File: config.mk
export PLATFORM = sky130hd
export DESIGN_NAME = sparse_row_merge_add
export DESIGN_NICKNAME = d
export VERILOG_FILES = /design/src/hdl/srma_pkg.sv /design/src/hdl/srma_ram.sv /design/src/hdl/sparse_row_merge_add.sv
export SDC_FILE = /design/constraint.sdc
export NUM_CORES = 2
export LEC_CHECK = 0
export BUFFER_PORTS_ARGS = -buffer_cell sky130_fd_sc_hd__buf_2
export CAP_MARGIN = 20
export CORE_MARGIN = 2
export CORE_UTILIZATION = 30
export CTS_CLUSTER_SIZE = 28
export DETAILED_ROUTE_END_ITERATION = 10
export SETUP_SLACK_MARGIN = 0.3
export SLEW_MARGIN = 20
export SYNTH_ARGS = -nofsm -noshare
export SYNTH_HDL_FRONTEND = slang
export SYNTH_SLANG_ARGS = --single-unit
File: constraint.sdc
create_clock -name i_clk -period 10.1 [get_ports i_clk]
set_input_delay 0.505 -clock i_clk [delete_from_list [all_inputs] [get_ports i_clk]]
set_output_delay 0.505 -clock i_clk [all_outputs]
set_load 0.01 [all_outputs]
File: src/hdl/srma_pkg.sv
// Shared types and constants for the sparse row merge/add block.
`default_nettype none
package srma_pkg;

    localparam int C_COL_W   = 11;
    localparam int C_VAL_W   = 32;
    localparam int C_CNT_W   = 7;
    localparam int C_SUM_W   = 34;
    localparam int C_COLUMNS = 1024;

    // register index as decoded from paddr[2]
    localparam logic C_IDX_SUBTRACT = 1'b0;

    typedef enum logic [1:0] {
        S_LOAD,
        S_PRIME,
        S_MERGE,
        S_FLUSH
    } t_state;

    typedef struct packed {
        logic [C_COL_W-1:0]        col;
        logic signed [C_VAL_W-1:0] val;
    } t_entry;

    typedef struct packed {
        logic [C_COL_W-1:0]        col;
        logic signed [C_VAL_W-1:0] val;
        logic                      present;
        logic                      last;
        logic [C_CNT_W-1:0]        cnt;
    } t_result;

    localparam logic signed [C_SUM_W-1:0] C_SAT_MAX = 34'sh0_7FFF_FFFF;
    localparam logic signed [C_SUM_W-1:0] C_SAT_MIN = -34'sh0_8000_0000;

endpackage
`default_nettype wire

File: src/hdl/srma_ram.sv
// Generic single-write, single-read RAM with registered read data.
`default_nettype none
module srma_ram #(
    parameter int WIDTH = 43,
    parameter int DEPTH = 32,
    localparam int AW = (DEPTH > 1) ? $clog2(DEPTH) : 1
) (
    input  wire logic             i_clk,
    input  wire logic             i_we,
    input  wire logic [AW-1:0]    i_waddr,
    input  wire logic [WIDTH-1:0] i_wdata,
    input  wire logic [AW-1:0]    i_raddr,
    output logic      [WIDTH-1:0] o_rdata
);

    logic [WIDTH-1:0] r_mem [DEPTH];

    always_ff @(posedge i_clk) begin
        if (i_we) begin
            r_mem[i_waddr] <= i_wdata;
        end
        o_rdata <= r_mem[i_raddr];
    end

endmodule
`default_nettype wire

File: src/hdl/sparse_row_merge_add.sv
// A row-B beat with last set starts the merge via S_PRIME; each nonzero result is held, then
// goes to the output register when a later nonzero result arrives, or at flush as the last.
// Throughput: load takes one beat per cycle; the merge walks one column step per cycle through
// the registered row-RAM reads. The single output register and one held result stall the walk
// while results go untaken.
// Reset (i_rst_n low, synchronous) clears counts, pointers, state and subtract mode;
// row RAM contents are not cleared, only entries below the counts are read.
`default_nettype none
module sparse_row_merge_add #(
    parameter int ROW_CAPACITY = 32
) (
    input  wire logic                         i_clk,
    input  wire logic                         i_rst_n,
    // APB-style configuration
    input  wire logic                         psel,
    input  wire logic                         penable,
    input  wire logic                         pwrite,
    input  wire logic [2:0]                   paddr,
    input  wire logic [31:0]                  pwdata,
    output logic      [31:0]                  prdata,
    output logic                              pready,
    // input beats
    input  wire logic                         i_in_valid,
    output logic                              o_in_ready,
    input  wire logic                         i_source,
    input  wire logic [srma_pkg::C_COL_W-1:0] i_column,
    input  wire logic signed [srma_pkg::C_VAL_W-1:0] i_value,
    input  wire logic                         i_present,
    input  wire logic                         i_last,
    // result beats
    output logic                              o_out_valid,
    input  wire logic                         i_out_ready,
    output logic      [srma_pkg::C_COL_W-1:0] o_out_column,
    output logic signed [srma_pkg::C_VAL_W-1:0] o_out_value,
    output logic                              o_out_present,
    output logic                              o_out_last,
    output logic      [srma_pkg::C_CNT_W-1:0] o_out_count
);

    localparam int AW = (ROW_CAPACITY > 1) ? $clog2(ROW_CAPACITY) : 1;
    localparam int CW = $clog2(ROW_CAPACITY + 1);
    localparam int EW = $bits(srma_pkg::t_entry);
    localparam logic [CW-1:0] CAP = CW'(ROW_CAPACITY);

    srma_pkg::t_state r_state, n_state;

    logic          r_sub;
    logic [CW-1:0] r_acnt, n_acnt, r_bcnt, n_bcnt;
    logic [CW-1:0] r_ai, n_ai, r_bi, n_bi;
    logic [srma_pkg::C_CNT_W-1:0] r_emit, n_emit;
    logic          r_hold_v, n_hold_v;
    srma_pkg::t_result r_hold, n_hold;
    logic          r_ov, n_ov;
    srma_pkg::t_result r_out, n_out;

    // control from the state decode
    logic in_ready, mrg_act, fl_act;

    logic          accept, keep, we_a, we_b, out_free;
    srma_pkg::t_entry wentry, rd_a, rd_b;
    logic [EW-1:0] rd_a_raw, rd_b_raw;

    logic a_ok, b_ok, take_a, take_b, mrg_go, nz;
    logic signed [srma_pkg::C_SUM_W-1:0] a_ext, b_ext, a_term, b_term, sum;
    logic signed [srma_pkg::C_VAL_W-1:0] sat_val;

    // ---------------- configuration port ----------------
    assign pready = 1'b1;
    assign prdata = (paddr[2] == srma_pkg::C_IDX_SUBTRACT) ? {31'd0, r_sub} : 32'd0;

    always_ff @(posedge i_clk) begin
        if (!i_rst_n) begin
            r_sub <= 1'b0;
        end else if (psel && penable && pwrite && pready
                     && paddr[2] == srma_pkg::C_IDX_SUBTRACT) begin
            r_sub <= pwdata[0];
        end
    end

    // ---------------- load side ----------------
    assign accept = i_in_valid && o_in_ready;
    assign keep   = i_present && (i_column != '0)
                    && (32'(i_column) <= 32'(srma_pkg::C_COLUMNS));
    assign we_a   = accept && keep && !i_source && (r_acnt < CAP);
    assign we_b   = accept && keep &&  i_source && (r_bcnt < CAP);
    assign wentry = '{col: i_column, val: i_value};

    srma_ram #(.WIDTH(EW), .DEPTH(ROW_CAPACITY)) u_ram_a (
        .i_clk   (i_clk),
        .i_we    (we_a),
        .i_waddr (r_acnt[AW-1:0]),
        .i_wdata (wentry),
        .i_raddr (n_ai[AW-1:0]),
        .o_rdata (rd_a_raw)
    );

    srma_ram #(.WIDTH(EW), .DEPTH(ROW_CAPACITY)) u_ram_b (
        .i_clk   (i_clk),
        .i_we    (we_b),
        .i_waddr (r_bcnt[AW-1:0]),
        .i_wdata (wentry),
        .i_raddr (n_bi[AW-1:0]),
        .o_rdata (rd_b_raw)
    );

    assign rd_a = srma_pkg::t_entry'(rd_a_raw);
    assign rd_b = srma_pkg::t_entry'(rd_b_raw);

    // ---------------- merge datapath ----------------
    assign out_free = !r_ov || i_out_ready;
    assign a_ok     = r_ai < r_acnt;
    assign b_ok     = r_bi < r_bcnt;
    assign take_a   = a_ok && (!b_ok || rd_a.col <= rd_b.col);
    assign take_b   = b_ok && (!a_ok || rd_b.col <= rd_a.col);
    assign mrg_go   = mrg_act && (a_ok || b_ok) && (!r_hold_v || out_free);

    assign a_ext  = srma_pkg::C_SUM_W'(rd_a.val);
    assign b_ext  = srma_pkg::C_SUM_W'(rd_b.val);
    assign a_term = take_a ? a_ext : '0;
    assign b_term = !take_b ? '0 : (r_sub ? -b_ext : b_ext);
    assign sum    = a_term + b_term;
    assign nz     = sum != '0;

    always_comb begin
        if (sum > srma_pkg::C_SAT_MAX) begin
            sat_val = srma_pkg::C_SAT_MAX[srma_pkg::C_VAL_W-1:0];
        end else if (sum < srma_pkg::C_SAT_MIN) begin
            sat_val = srma_pkg::C_SAT_MIN[srma_pkg::C_VAL_W-1:0];
        end else begin
            sat_val = sum[srma_pkg::C_VAL_W-1:0];
        end
    end

    // ---------------- state machine ----------------
    always_comb begin
        n_state = r_state;
        case (r_state)
            srma_pkg::S_LOAD: begin
                if (accept && i_source && i_last) n_state = srma_pkg::S_PRIME;
            end
            srma_pkg::S_PRIME: n_state = srma_pkg::S_MERGE;
            srma_pkg::S_MERGE: begin
                if (!a_ok && !b_ok) n_state = srma_pkg::S_FLUSH;
            end
            srma_pkg::S_FLUSH: begin
                if (out_free) n_state = srma_pkg::S_LOAD;
            end
            default: n_state = srma_pkg::S_LOAD;
        endcase
    end

    always_comb begin
        in_ready = 1'b0;
        mrg_act  = 1'b0;
        fl_act   = 1'b0;
        case (r_state)
            srma_pkg::S_LOAD:  in_ready = 1'b1;
            srma_pkg::S_PRIME: ;
            srma_pkg::S_MERGE: mrg_act = 1'b1;
            srma_pkg::S_FLUSH: fl_act = out_free;
            default: ;
        endcase
    end

    assign o_in_ready = in_ready;

    // ---------------- next-value logic ----------------
    always_comb begin
        n_acnt   = r_acnt;
        n_bcnt   = r_bcnt;
        n_ai     = r_ai;
        n_bi     = r_bi;
        n_emit   = r_emit;
        n_hold_v = r_hold_v;
        n_hold   = r_hold;
        n_ov     = r_ov && !i_out_ready;
        n_out    = r_out;

        if (we_a) n_acnt = r_acnt + 1'b1;
        if (we_b) n_bcnt = r_bcnt + 1'b1;

        if (mrg_go) begin
            if (take_a) n_ai = r_ai + 1'b1;
            if (take_b) n_bi = r_bi + 1'b1;
            if (nz) begin
                if (r_hold_v) begin
                    n_out = r_hold;
                    n_ov  = 1'b1;
                end
                n_hold_v = 1'b1;
                n_hold   = '{col: take_a ? rd_a.col : rd_b.col, val: sat_val,
                             present: 1'b1, last: 1'b0, cnt: r_emit + 1'b1};
                n_emit   = r_emit + 1'b1;
            end
        end

        if (fl_act) begin
            // close the row: held result goes out as last, or an empty marker
            if (r_hold_v) begin
                n_out      = r_hold;
                n_out.last = 1'b1;
            end else begin
                n_out = '{col: '0, val: '0, present: 1'b0, last: 1'b1, cnt: '0};
            end
            n_ov     = 1'b1;
            n_acnt   = '0;
            n_bcnt   = '0;
            n_ai     = '0;
            n_bi     = '0;
            n_emit   = '0;
            n_hold_v = 1'b0;
        end
    end

    always_ff @(posedge i_clk) begin
        if (!i_rst_n) begin
            r_state  <= srma_pkg::S_LOAD;
            r_acnt   <= '0;
            r_bcnt   <= '0;
            r_ai     <= '0;
            r_bi     <= '0;
            r_emit   <= '0;
            r_hold_v <= 1'b0;
            r_ov     <= 1'b0;
        end else begin
            r_state  <= n_state;
            r_acnt   <= n_acnt;
            r_bcnt   <= n_bcnt;
            r_ai     <= n_ai;
            r_bi     <= n_bi;
            r_emit   <= n_emit;
            r_hold_v <= n_hold_v;
            r_ov     <= n_ov;
        end
        r_hold <= n_hold;
        r_out  <= n_out;
    end

    assign o_out_valid   = r_ov;
    assign o_out_column  = r_out.col;
    assign o_out_value   = r_out.val;
    assign o_out_present = r_out.present;
    assign o_out_last    = r_out.last;
    assign o_out_count   = r_out.cnt;

    // ---------------- assertions ----------------
    a_ptr_bound: assert property (@(posedge i_clk) disable iff (!i_rst_n)
        (r_ai <= r_acnt) && (r_bi <= r_bcnt))
        else $error("merge pointer ran past stored count");

    a_empty_item: assert property (@(posedge i_clk) disable iff (!i_rst_n)
        (o_out_valid && !o_out_present) |-> (o_out_last && o_out_count == '0))
        else $error("empty-row beat malformed");

    a_hold_cnt: assert property (@(posedge i_clk) disable iff (!i_rst_n)
        r_hold_v |-> (r_hold.cnt != '0 && r_hold.cnt == r_emit))
        else $error("held result count out of step");

    a_row_cleared: assert property (@(posedge i_clk) disable iff (!i_rst_n)
        (r_state == srma_pkg::S_FLUSH && out_free) |=>
            (r_acnt == '0 && r_bcnt == '0 && !r_hold_v && o_out_valid && o_out_last))
        else $error("row state not cleared after merge");

endmodule
`default_nettype wire

==> results.cfg <==
[outcome]
status = complete, no violations

[drt]
remaining_design_rule_violation_count = 0
first_pass_iters = 9
via_count = 68900
initialDrtViolationCount = 8196
wirelength_um = 343000
detail-route-antenna-nets = 0
wire_per_inst_um = 26.0
drt-vias-per-instance = 5.22

[timing]
count_of_endpoints_failing_setup_in_the_final_report = 0
final-hold-violation-count = 0
layout_worst_path_cycle_share_pct = 76.9
timing.slew.headroom_pct = 13.1
final.min_clock_period_ns = 7.77
fmax_mhz = 129
rsz0062_at_grt = no
worst_clock_skew_ns = 0.0425
final_max_slew_viol_count = 0
max_slew.worst_pin.slew_ns = 1.29
totalNegativeSetupSlack_ns = 0

[placed_design]
gp_routability_congestion = 0.844
io_buffer_count = 109
detailed_place.area_um2 = 124000
dp_hpwl_um = 184000

[yosys]
yosys-top-cells-count = 2,854 x sky130_fd_sc_hd__edfxtp_1, 1,633 x sky130_fd_sc_hd__nand2_1, 506 x sky130_fd_sc_hd__nand3_1
syn-mean-instance-area_um2 = 15.3
async_flop_share_pct = 0
synth_seq_cells = 2976
count_of_yosys_warnings_during_synthesis = 0
synth.cell_area_um2 = 117000
yosys_most_used_dff = sky130_fd_sc_hd__edfxtp_1
synth_edf_count = 2854
synth_most_common_cell = sky130_fd_sc_hd__edfxtp_1
synth_area_leaders = sky130_fd_sc_hd__edfxtp_1 74%, sky130_fd_sc_hd__nand2_1 5.3%, sky130_fd_sc_hd__mux2i_1 3.0%
top_cell_type_s_share_of_synthesized_area_pct = 73.5
yosysSeqAreaShare_pct = 75.6
synth_cell_types = 84
post_synth_inst_count = 7638
synthDominantAreaCellType = sky130_fd_sc_hd__edfxtp_1

[clock_tree]
cts.sink_count = 2976
cts_made_buffers = 292
cts_max_path_buffers = 4
tritoncts_clock_tree = yes
post_cts.repair.setup_buffers = 0
ctsHoldBuffers = 1
clock_insertion_delay_worst_skew_ns = 0.87
cell_at_the_root_of_the_clock_tree = sky130_fd_sc_hd__clkbuf_16
cts-resized-gates = 0
path_clk_slew_ns = 0.06
cts_htree_levels = 5

[power]
peak_supply_drop_mv = 0.159
total_leakage_power_nw = 41.4
p_per_cell_area_nw_per_um2 = 188

[cells_and_area]
fillCellCount = 36500
layout.cell_area.non_filler_um2 = 133000
nets = 7927
syn_to_final_growth_pct = 14.3
share_of_layout_cells_above_drive_strength_1_pct = 12.1

[floorplanning]
die_y_um = 627
top_level_ports = 175
die-width_um = 627
placement_rows = 228
core_area_um2 = 386000
design.die.area_um2 = 394000
initial_utilization_pct = 30.2

[critical_path]
timing.critical_path.max_delay_family = compound AO/OA/AOI/OAI gates
crit_path_max_fanout = 52
setup.worst_path.start_class = register
cp_cell_sequence = ha_1 -> o21ai_0 -> o21bai_1 -> a31o_2 -> o31ai_4 -> buf_4 -> nor2_1 -> ha_1 -> nand4_1 -> nor2_1 -> a211oi_2 -> o21ai_1 -> xor2_1 -> a2111oi_0 -> nand4_1 -> and4bb_2 -> a21oi_4 -> nand2_1 -> nand2_4
critPathArrivalTime_ns = 8.14
worstSetupEndpointType = register
timing.critical_path.buf_inv = 1
cp_class = reg2reg
timing.critical_path.slowest_cell_delay_ns = 0.76
worst_ep_required_time_ns = 10.47
crit_slowest_cell = sky130_fd_sc_hd__dfxtp_1

[global_routing]
antenna_found_initial = 15
grt_pass1_vias = 66300
grtUsageTotal_pct = 16.8
first_pass_grt_wire_length_um = 481000
grt_overflow_total = 0
grt_max_degree = 176

[hold_path]
worst_hold_path_type = in2reg

[flow_run]
max_cap_violations = 0
## metal layers
layer | vias to the layer above | GRT usage (%) | share of wire [%]
met4 | 4 | 7.00 | 4.5
met3 | 574 | 2.19 | 7.0
met1 | 35800 | 22.3 | 41
met2 | 2969 | 27.8 | 47
met5 | - | 0 | 0.0064
li1 | 29500 | - | -
## path summary, 6_finish.rpt
| path | cells past startpoint | end | slack, ns | start |
|---|---|---|---|---|
| max | 19 | o_out_value[5]$_DFFE_PP_ | 2.33 | r_ai[3]$_SDFF_PN0_ |
| min | 4 | r_sub$_SDFFE_PN0P_ | 0.08 | pwrite |
| max reg2reg | 19 | o_out_value[5]$_DFFE_PP_ | 2.33 | r_ai[3]$_SDFF_PN0_ |
| min reg2reg | 2 | r_bcnt[5]$_SDFFE_PP0P_ | 0.50 | r_bcnt[5]$_SDFFE_PP0P_ |
## state kept, by name (all words and copies together), names as in the netlist
register,flops
r_state,2
o_out_last,1
u_ram_b.o_rdata,43
u_ram_a.r_mem,1376
u_ram_b.r_mem,1376
r_emit,7
r_hold_v,1
r_hold,50
o_out_valid,1
u_ram_a.o_rdata,43
r_bcnt,6
r_bi,6
r_ai,6
o_out_value,32
o_out_column,11
r_acnt,6
r_sub,1
o_out_count,7
o_out_present,1
## report_power, final
part / switching [mW] / internal [mW] / total [mW]
combinational: 0.517 / 0.159 / 0.676
sequential: 0.0431 / 13.6 / 13.6
clock: 4.57 / 6.19 / 10.8
total: 5.13 / 19.9 / 25.1
## area by class of cell
type                    count  area (um2)  area share, %
clock buffers             389        8070           6.06
clock inverters           133        1260          0.948
well taps                5175        6470           4.86
repair buffers            295        2160           1.62
inverters                  41         154          0.116
flip-flops and latches   2976       88100           66.2
diodes                     13        32.5         0.0244
multi-input cells        4163       26900           20.2
## cell families after synthesis
| group | Yosys count | share of synthesized area [%] |
|---|---|---|
| muxes | 492 | 5.62 |
| xor gates and xnor gates | 85 | 0.661 |
| other | 2 | 0.00644 |
| adders and majority gates | 70 | 0.758 |
| AOI/OAI and AO/OA | 878 | 5.65 |
| buffers and inverters | 529 | 2.06 |
| and+or+nand+nor | 2606 | 9.63 |
| DFF | 2976 | 75.6 |
## metrics by stage
stage | setup WS (ns) | std cells | utilization (%) | hold WS (ns) | total power [mW]
after global routing | 2.18 | 13200 | 34.5 | 0.0748 | 25.7
after global placement | 2.46 | 12600 | 32.0 | 0.481 | 14.5
after detailed placement | 2.70 | 12600 | 32.0 | 0.485 | 14.6
final | 2.33 | 13200 | 34.5 | 0.0824 | 25.1
after CTS | 2.66 | 13200 | 34.5 | 0.0224 | 25.2
after floorplan | 3.32 | 7668 | - | 0.450 | 14.1
## cell usage in the layout (no fill, tap or decap), types with 92 or more instances in the layout
cell	Yosys	layout
sky130_fd_sc_hd__a31oi_1	267	267
sky130_fd_sc_hd__a32oi_1	388	388
sky130_fd_sc_hd__and2_1	95	93
sky130_fd_sc_hd__buf_2	161	92
sky130_fd_sc_hd__buf_4	52	188
sky130_fd_sc_hd__clkbuf_16	0	304
sky130_fd_sc_hd__dfxtp_1	122	122
sky130_fd_sc_hd__edfxtp_1	2854	2854
sky130_fd_sc_hd__mux2i_1	351	351
sky130_fd_sc_hd__mux4_2	129	129
sky130_fd_sc_hd__nand2_1	1633	1629
sky130_fd_sc_hd__nand3_1	506	506
sky130_fd_sc_hd__nor2_1	172	99
## tightest hold or removal path: cells and delay by family
family	cells	cell delay (ns)
mux	1	0.08
simple gates	2	0.19
buf+inv	1	0.10
Note: power is estimated with default switching activity, not from simulation.
